==> src/rtl/plg_pkg.sv <==
package plg_pkg;

    localparam int X_WIDTH   = 32;
    localparam int LOG_WIDTH = 21;

    localparam int DEF_INT_BITS  = 16;
    localparam int DEF_FRAC_BITS = 16;

    localparam int POS_WIDTH = $clog2(X_WIDTH);

endpackage

==> src/rtl/plg_if.sv <==
interface plg_in_if;
    logic                         valid;
    logic                         ready;
    logic [plg_pkg::X_WIDTH-1:0]  x_value;

    modport source (output valid, output x_value, input ready);
    modport sink   (input valid, input x_value, output ready);
endinterface

interface plg_out_if;
    logic                          valid;
    logic                          ready;
    logic [plg_pkg::LOG_WIDTH-1:0] log_value;
    logic                          at_or_below_one;

    modport source (output valid, output log_value, output at_or_below_one, input ready);
    modport sink   (input valid, input log_value, input at_or_below_one, output ready);
endinterface

==> src/rtl/plg_lod.sv <==
module plg_lod #(
    parameter int INT_BITS  = plg_pkg::DEF_INT_BITS,
    parameter int FRAC_BITS = plg_pkg::DEF_FRAC_BITS,
    parameter int EXP_W     = 5
) (
    input  logic [plg_pkg::X_WIDTH-1:0] i_x,
    output logic                        o_below,
    output logic [EXP_W-1:0]            o_exp,
    output logic [FRAC_BITS-1:0]        o_mant
);

    localparam int XW   = plg_pkg::X_WIDTH;
    localparam int PW   = plg_pkg::POS_WIDTH;
    localparam int IN_W = INT_BITS + FRAC_BITS;
    localparam logic [XW-1:0] InMask =
        (IN_W >= XW) ? {XW{1'b1}} : XW'((64'd1 << IN_W) - 64'd1);
    localparam logic [XW:0] One = (XW + 1)'(64'd1 << FRAC_BITS);

    logic [XW-1:0] x_m;
    logic [PW-1:0] pos;
    logic [PW:0]   k_full;
    logic [XW-1:0] shifted;

    always_comb begin
        x_m = i_x & InMask;
        pos = '0;
        for (int i = 0; i < XW; i++) begin
            if (x_m[i]) begin
                pos = PW'(i);
            end
        end
        k_full  = {1'b0, pos} - (PW + 1)'(FRAC_BITS);
        shifted = x_m >> k_full;
        o_below = ({1'b0, x_m} <= One);
        o_exp   = EXP_W'(k_full);
        o_mant  = shifted[FRAC_BITS-1:0];
    end

endmodule

==> src/rtl/plg_seg.sv <==
module plg_seg #(
    parameter int FRAC_BITS = plg_pkg::DEF_FRAC_BITS,
    parameter int EXP_W     = 5
) (
    input  logic                          i_below,
    input  logic [EXP_W-1:0]              i_exp,
    input  logic [FRAC_BITS-1:0]          i_mant,
    output logic [plg_pkg::LOG_WIDTH-1:0] o_log
);

    localparam int LW = plg_pkg::LOG_WIDTH;
    localparam int CW = (FRAC_BITS + 7 > LW + 1) ? FRAC_BITS + 7 : LW + 1;

    localparam longint One    = 64'd1 << FRAC_BITS;
    localparam longint Quart  = One >> 2;
    localparam longint Half   = One >> 1;
    localparam longint ThreeQ = Quart * 3;
    localparam longint OffB   = (One + 3200) / 6400;
    localparam longint OffC   = One >> 4;
    localparam longint OffD   = One >> 2;
    localparam longint LogMax = (64'd1 << LW) - 64'd1;

    logic [CW-1:0] mx;
    logic [CW-1:0] seg;
    logic [CW-1:0] res;

    always_comb begin
        mx = CW'(i_mant);
        if (mx <= CW'(Quart)) begin
            seg = ((mx << 4) + (mx << 2) + mx) >> 4;
        end else if (mx <= CW'(Half)) begin
            seg = (((mx << 6) + (mx << 2) + mx) >> 6) + CW'(OffB);
        end else if (mx <= CW'(ThreeQ)) begin
            seg = (((mx << 6) + mx) >> 6) + CW'(OffC);
        end else begin
            seg = (((mx << 1) + mx) >> 2) + CW'(OffD);
        end
        res = (CW'(i_exp) << FRAC_BITS) + seg;
        if (i_below) begin
            o_log = '0;
        end else if (res > CW'(LogMax)) begin
            o_log = LW'(LogMax);
        end else begin
            o_log = res[LW-1:0];
        end
    end

endmodule

==> src/rtl/piecewise_linear_log2.sv <==
// Approximate base-2 logarithm of an unsigned fixed-point value with INT_BITS
// integer and FRAC_BITS fraction bits: log_value = k + f(m), where k is the
// position of the leading one above the binary point and f is a four-segment
// shift-add fit of the mantissa fraction m; inputs at or below 1.0 give zero
// with at_or_below_one set. Throughput is one item per clock, sustained while
// the output side takes results; each item passes from the input register
// through leading-one detect, normalize and segment logic into the result
// register, which drives the output. Either register holds its item while the
// next stage stalls, so the input keeps accepting until both are full.
module piecewise_linear_log2 #(
    parameter int INT_BITS  = plg_pkg::DEF_INT_BITS,
    parameter int FRAC_BITS = plg_pkg::DEF_FRAC_BITS
) (
    input  logic      i_clk,
    input  logic      i_rst_n,
    plg_in_if.sink    i_in,
    plg_out_if.source o_out
);

    localparam int XW    = plg_pkg::X_WIDTH;
    localparam int LW    = plg_pkg::LOG_WIDTH;
    localparam int TOP_W = (INT_BITS + FRAC_BITS < XW) ? INT_BITS + FRAC_BITS : XW;
    localparam int K_MAX = TOP_W - FRAC_BITS - 1;
    localparam int EXP_W = (K_MAX <= 1) ? 1 : $clog2(K_MAX + 1);

    logic          r_in_valid;
    logic          n_in_valid;
    logic [XW-1:0] r_x;
    logic          r_out_valid;
    logic          n_out_valid;
    logic [LW-1:0] r_log;
    logic          r_below;

    logic                 adv_out;
    logic                 below;
    logic [EXP_W-1:0]     exp_k;
    logic [FRAC_BITS-1:0] mant;
    logic [LW-1:0]        log_v;

    plg_lod #(
        .INT_BITS  (INT_BITS),
        .FRAC_BITS (FRAC_BITS),
        .EXP_W     (EXP_W)
    ) u_lod (
        .i_x     (r_x),
        .o_below (below),
        .o_exp   (exp_k),
        .o_mant  (mant)
    );

    plg_seg #(
        .FRAC_BITS (FRAC_BITS),
        .EXP_W     (EXP_W)
    ) u_seg (
        .i_below (below),
        .i_exp   (exp_k),
        .i_mant  (mant),
        .o_log   (log_v)
    );

    assign adv_out    = !r_out_valid || o_out.ready;
    assign i_in.ready = !r_in_valid || adv_out;

    assign n_in_valid  = i_in.ready ? i_in.valid : r_in_valid;
    assign n_out_valid = adv_out ? r_in_valid : r_out_valid;

    always_ff @(posedge i_clk) begin
        if (!i_rst_n) begin
            r_in_valid  <= 1'b0;
            r_out_valid <= 1'b0;
        end else begin
            r_in_valid  <= n_in_valid;
            r_out_valid <= n_out_valid;
        end
    end

    // advance payloads on transfer, hold otherwise
    always_ff @(posedge i_clk) begin
        if (i_in.valid && i_in.ready) begin
            r_x <= i_in.x_value;
        end
        if (adv_out && r_in_valid) begin
            r_log   <= log_v;
            r_below <= below;
        end
    end

    assign o_out.valid           = r_out_valid;
    assign o_out.log_value       = r_log;
    assign o_out.at_or_below_one = r_below;

    a_in_capture: assert property (@(posedge i_clk) disable iff (!i_rst_n)
        i_in.valid && i_in.ready |=> r_in_valid)
        else $error("input transfer not captured");

    a_stage_advance: assert property (@(posedge i_clk) disable iff (!i_rst_n)
        r_in_valid && adv_out |=> r_out_valid)
        else $error("input stage advanced without a result");

    a_empty_ready: assert property (@(posedge i_clk) disable iff (!i_rst_n)
        !r_in_valid && !r_out_valid |-> i_in.ready)
        else $error("empty pipeline refuses input");

    a_below_zero: assert property (@(posedge i_clk) disable iff (!i_rst_n)
        r_out_valid && r_below |-> r_log == '0)
        else $error("flagged result is not zero");

    a_full_stall: assert property (@(posedge i_clk) disable iff (!i_rst_n)
        r_in_valid && r_out_valid && !o_out.ready |-> !i_in.ready)
        else $error("input accepted while both stages stall");

endmodule

==> src/flat_wrapper.sv <==
// flat-port wrapper written by rule: the top's interface ports become plain ports
module piecewise_linear_log2_flat 
#(
    parameter int INT_BITS  = plg_pkg::DEF_INT_BITS,
    parameter int FRAC_BITS = plg_pkg::DEF_FRAC_BITS
)
  (i_clk, i_rst_n, i_in_valid, i_in_x_value, i_in_ready, o_out_valid, o_out_log_value, o_out_at_or_below_one, o_out_ready);
  plg_in_if i_in_i ();
  plg_out_if o_out_i ();
  input  logic i_clk;
  input  logic i_rst_n;
  input wire logic [$bits(i_in_i.valid)-1:0] i_in_valid;
  input wire logic [$bits(i_in_i.x_value)-1:0] i_in_x_value;
  output wire logic [$bits(i_in_i.ready)-1:0] i_in_ready;
  output wire logic [$bits(o_out_i.valid)-1:0] o_out_valid;
  output wire logic [$bits(o_out_i.log_value)-1:0] o_out_log_value;
  output wire logic [$bits(o_out_i.at_or_below_one)-1:0] o_out_at_or_below_one;
  input wire logic [$bits(o_out_i.ready)-1:0] o_out_ready;
  assign i_in_i.valid = i_in_valid;
  assign i_in_i.x_value = i_in_x_value;
  assign i_in_ready = i_in_i.ready;
  assign o_out_valid = o_out_i.valid;
  assign o_out_log_value = o_out_i.log_value;
  assign o_out_at_or_below_one = o_out_i.at_or_below_one;
  assign o_out_i.ready = o_out_ready;
  piecewise_linear_log2 #(.INT_BITS(INT_BITS), .FRAC_BITS(FRAC_BITS)) u_core (.i_clk(i_clk), .i_rst_n(i_rst_n), .i_in(i_in_i), .o_out(o_out_i));
endmodule
==> config.mk <==
export PLATFORM = sky130hd
export DESIGN_NAME = piecewise_linear_log2_flat
export DESIGN_NICKNAME = d
export VERILOG_FILES = /design/src/rtl/plg_pkg.sv /design/src/rtl/plg_if.sv /design/src/rtl/plg_lod.sv /design/src/rtl/plg_seg.sv /design/src/rtl/piecewise_linear_log2.sv /design/src/flat_wrapper.sv
export SDC_FILE = /design/constraint.sdc
export NUM_CORES = 1
export LEC_CHECK = 0
export BUFFER_PORTS_ARGS = -buffer_cell sky130_fd_sc_hd__buf_2
export CAP_MARGIN = 20
export CORE_MARGIN = 2
export CORE_UTILIZATION = 50
export DETAILED_ROUTE_END_ITERATION = 10
export HOLD_SLACK_MARGIN = 0.1
export PLACE_DENSITY_LB_ADDON = 0.12
export SLEW_MARGIN = 20
export SYNTH_ARGS = -nofsm -noshare
export SYNTH_HDL_FRONTEND = slang
export SYNTH_SLANG_ARGS = --single-unit
==> constraint.sdc <==
create_clock -name i_clk -period 8.89 [get_ports i_clk]
set_clock_uncertainty 0.05 [all_clocks]
set_input_delay 0 -clock i_clk [delete_from_list [all_inputs] [get_ports i_clk]]
set_output_delay 0 -clock i_clk [all_outputs]
set_load 0.1 [all_outputs]
==> results.toml <==
[logic_synthesis]
avgSynthCellArea_sq_um = 8.32
postSynthCellCount = 1011
synth_area_leader_cell = "edfxtp_1"
synth_ff_type = "edfxtp_1"
synth_top_area_share_pct = 19.3
synth_area_leaders = "edfxtp_1, ha_1, xnor2_1"
async_flop_share_pct = 0
yosysSeqAreaShare_pct = 19.8
syn_area_sq_mm = 0.00841
yosys_warnings = 0
synth_cell_type_count = 96
synth-edff-count = 54
ys_ff_latch = 56

[clock_network]
cts-buffers-inserted = 5
insertion_delay_ps = 320
clkTransAtPathRegs_ps = 80
cts_setup_buffers = 0
cts_sinks = 56
cts.hold.buffers_added = 36
clock_path_buffers = 2
cts_tree = "built"
clockRootBuffer = "clkbuf_16"
cts_resized = 0
h-tree-depth = 2

[global_route]
grt_usage_pct = 29.3
grt_pass1_wl_um = 41100
grt_pass1_vias = 7637
grt.overflow.total = 0
grt_start_max_net_pins = 33
grt_antenna_before_repair = 0

[final_layout]
nets = 1237
final_util_pct = 57.9
final_layout_size_suffix_gt1_share_pct = 15.1
fillerInstances = 1519
antenna_cells = 0
syn_to_final_growth_pct = 13.8

[pwr]
peakVddDrop_v = 0.000183
total_power_mw = 2.35
leakagePower_nw = 4.02
power_density_mw_per_mm2 = 246

[sta]
timing.slew.headroom_pct = 37.8
fmax_ghz = 0.126
drv_slew = 0
tightest_slew_ps = 924
finalCriticalPeriod_ps = 7940
tns_ps = 0
finalHoldViolations = 0
rsz0062_at_grt = "false"
period_share_pct = 89.3
finalSetupViolCount = 0

[floorplanning]
die_w_um = 134
die-area_sq_mm = 0.0179
die_h_um = 134
core_sq_mm = 0.0165
rows = 47
start_util_pct = 50.9
io_pins = 60

[status]
status = "complete, no violations"

[routing]
wl_per_cell_um = 19.5
wirelength_um = 25900
postRouteAntennaNets = 0
drc_errors = 0
drt-initial-drc-count = 1015
dr.pass1.iters = 5
via_count = 8141
viasPerCell = 6.13

[worst_hold_path]
hold_path_class = "primary input to flip-flop"

[setup_path]
critical_path_class = "flip-flop to flip-flop"
arrival_ps = 7940
cpMaxStageDelayCell = "nor4_1"
worst_ep_required_time_ps = 8900
startpoint_type = "flip-flop"
worst-path-max-fanout = 14
critPathCaptureType = "flip-flop"
cpPeakStageDelay_ps = 840

[run]
drv_cap = 0

[placed_design]
dpl.hpwl_um = 19900
gp_congestion = 0.963
io_buffers = 59
-- state kept, by name (all words and copies together), names as in the netlist --
signal,flops
u_core.r_in_valid,1
u_core.o_out.at_or_below_one,1
u_core.r_x,32
u_core.o_out.valid,1
u_core.o_out.log_value,21
-- cell usage in the layout, fill, tap and decap left out, types with 19 or more instances in the layout --
cell type       n
nand2_1        99
nor2_1         82
ha_1           80
a21oi_1        68
inv_1          62
buf_2          59
xnor2_1        58
edfxtp_1       54
o21ai_0        47
buf_4          38
nand3_1        37
dlygate4sd3_1  36
mux2i_1        31
nor3_1         22
nor2b_1        19
-- where the power goes --
group | switching [mW] | internal [mW]
logic | 1.07 | 0.701
clock network | 0.110 | 0.106
registers | 0.0213 | 0.338
total | 1.21 | 1.14
-- final cells by class --
| class | count | area [sq um] | area share (%) |
|---|---|---|---|
| clock buffers | 5 | 125 | 1.31 |
| repair buffers | 133 | 941 | 9.83 |
| inverters | 67 | 251 | 2.63 |
| flip-flops and latches | 56 | 1660 | 17.4 |
| multi-input cells | 845 | 6290 | 65.8 |
| clock inverters | 3 | 22.5 | 0.235 |
| well taps | 220 | 275 | 2.88 |
-- metal layers --
metal | wire, um | global-route usage (%) | vias to the layer above
li1 | - | - | 3933
met4 | 992 | 11.1 | 0
met5 | 0 | 0 | -
met2 | 11300 | 45.5 | 375
met3 | 2130 | 5.52 | 57
met1 | 11500 | 40.6 | 3776
-- kinds of logic (layout without fill, tap and decap cells) --
logic type	Yosys count	after routing	share of synthesized area, %
fa+ha+maj	94	94	15.1
buf+inv	111	208	5.55
mux	48	48	6.81
xor+xnor	72	72	7.50
compound gates	293	293	25.6
simple gates	336	336	19.6
other cells	1	2	0.0446
flops	56	56	19.8
-- worst max-delay path, delay by kind of cell, from the launching register on --
kind                       cells  cell delay [ps]
adders and majority gates      4             1580
buffers and inverters          5              800
AOI/OAI and AO/OA              8             2340
xor gates and xnor gates       1              160
and+or+nand+nor               11             2280
DFF                            1              480
-- synthesized netlist by cell type, drive strengths merged, types with 24 or more instances --
master / number
buf: 27
nand3: 38
inv: 66
o21ai: 59
nor3: 24
mux2i: 31
nor2: 83
xnor2: 58
a21oi: 69
edfxtp: 54
ha: 80
nand2: 100
-- worst paths after layout --
| check | start | to | slack (ps) | cells after the start |
|---|---|---|---|---|
| max | u_core.r_x[28] | u_core.o_out.log_value[17] | 950 | 29 |
| min | i_in_x_value[18] | u_core.r_x[18] | 340 | 2 |
| max reg2reg | u_core.r_x[28] | u_core.o_out.log_value[17] | 950 | 29 |
| min reg2reg | u_core.r_x[31] | u_core.o_out.log_value[20] | 730 | 2 |
-- metrics by stage --
| stage | instances | instance area, sq um | setup slack (ps) | hold slack (ps) |
|---|---|---|---|---|
| final | 1329 | 9570 | 955 | 343 |
| after global routing | 1329 | 9570 | 397 | 347 |
| after CTS | 1329 | 9570 | 1080 | 331 |
| after detailed placement | 1285 | 9060 | 1110 | 128 |
| after global placement | 1285 | 9060 | 1120 | 126 |
| after floorplan | 1012 | 8410 | 2010 | 48.9 |
No activity file was read; power rests on OpenSTA's default activity.
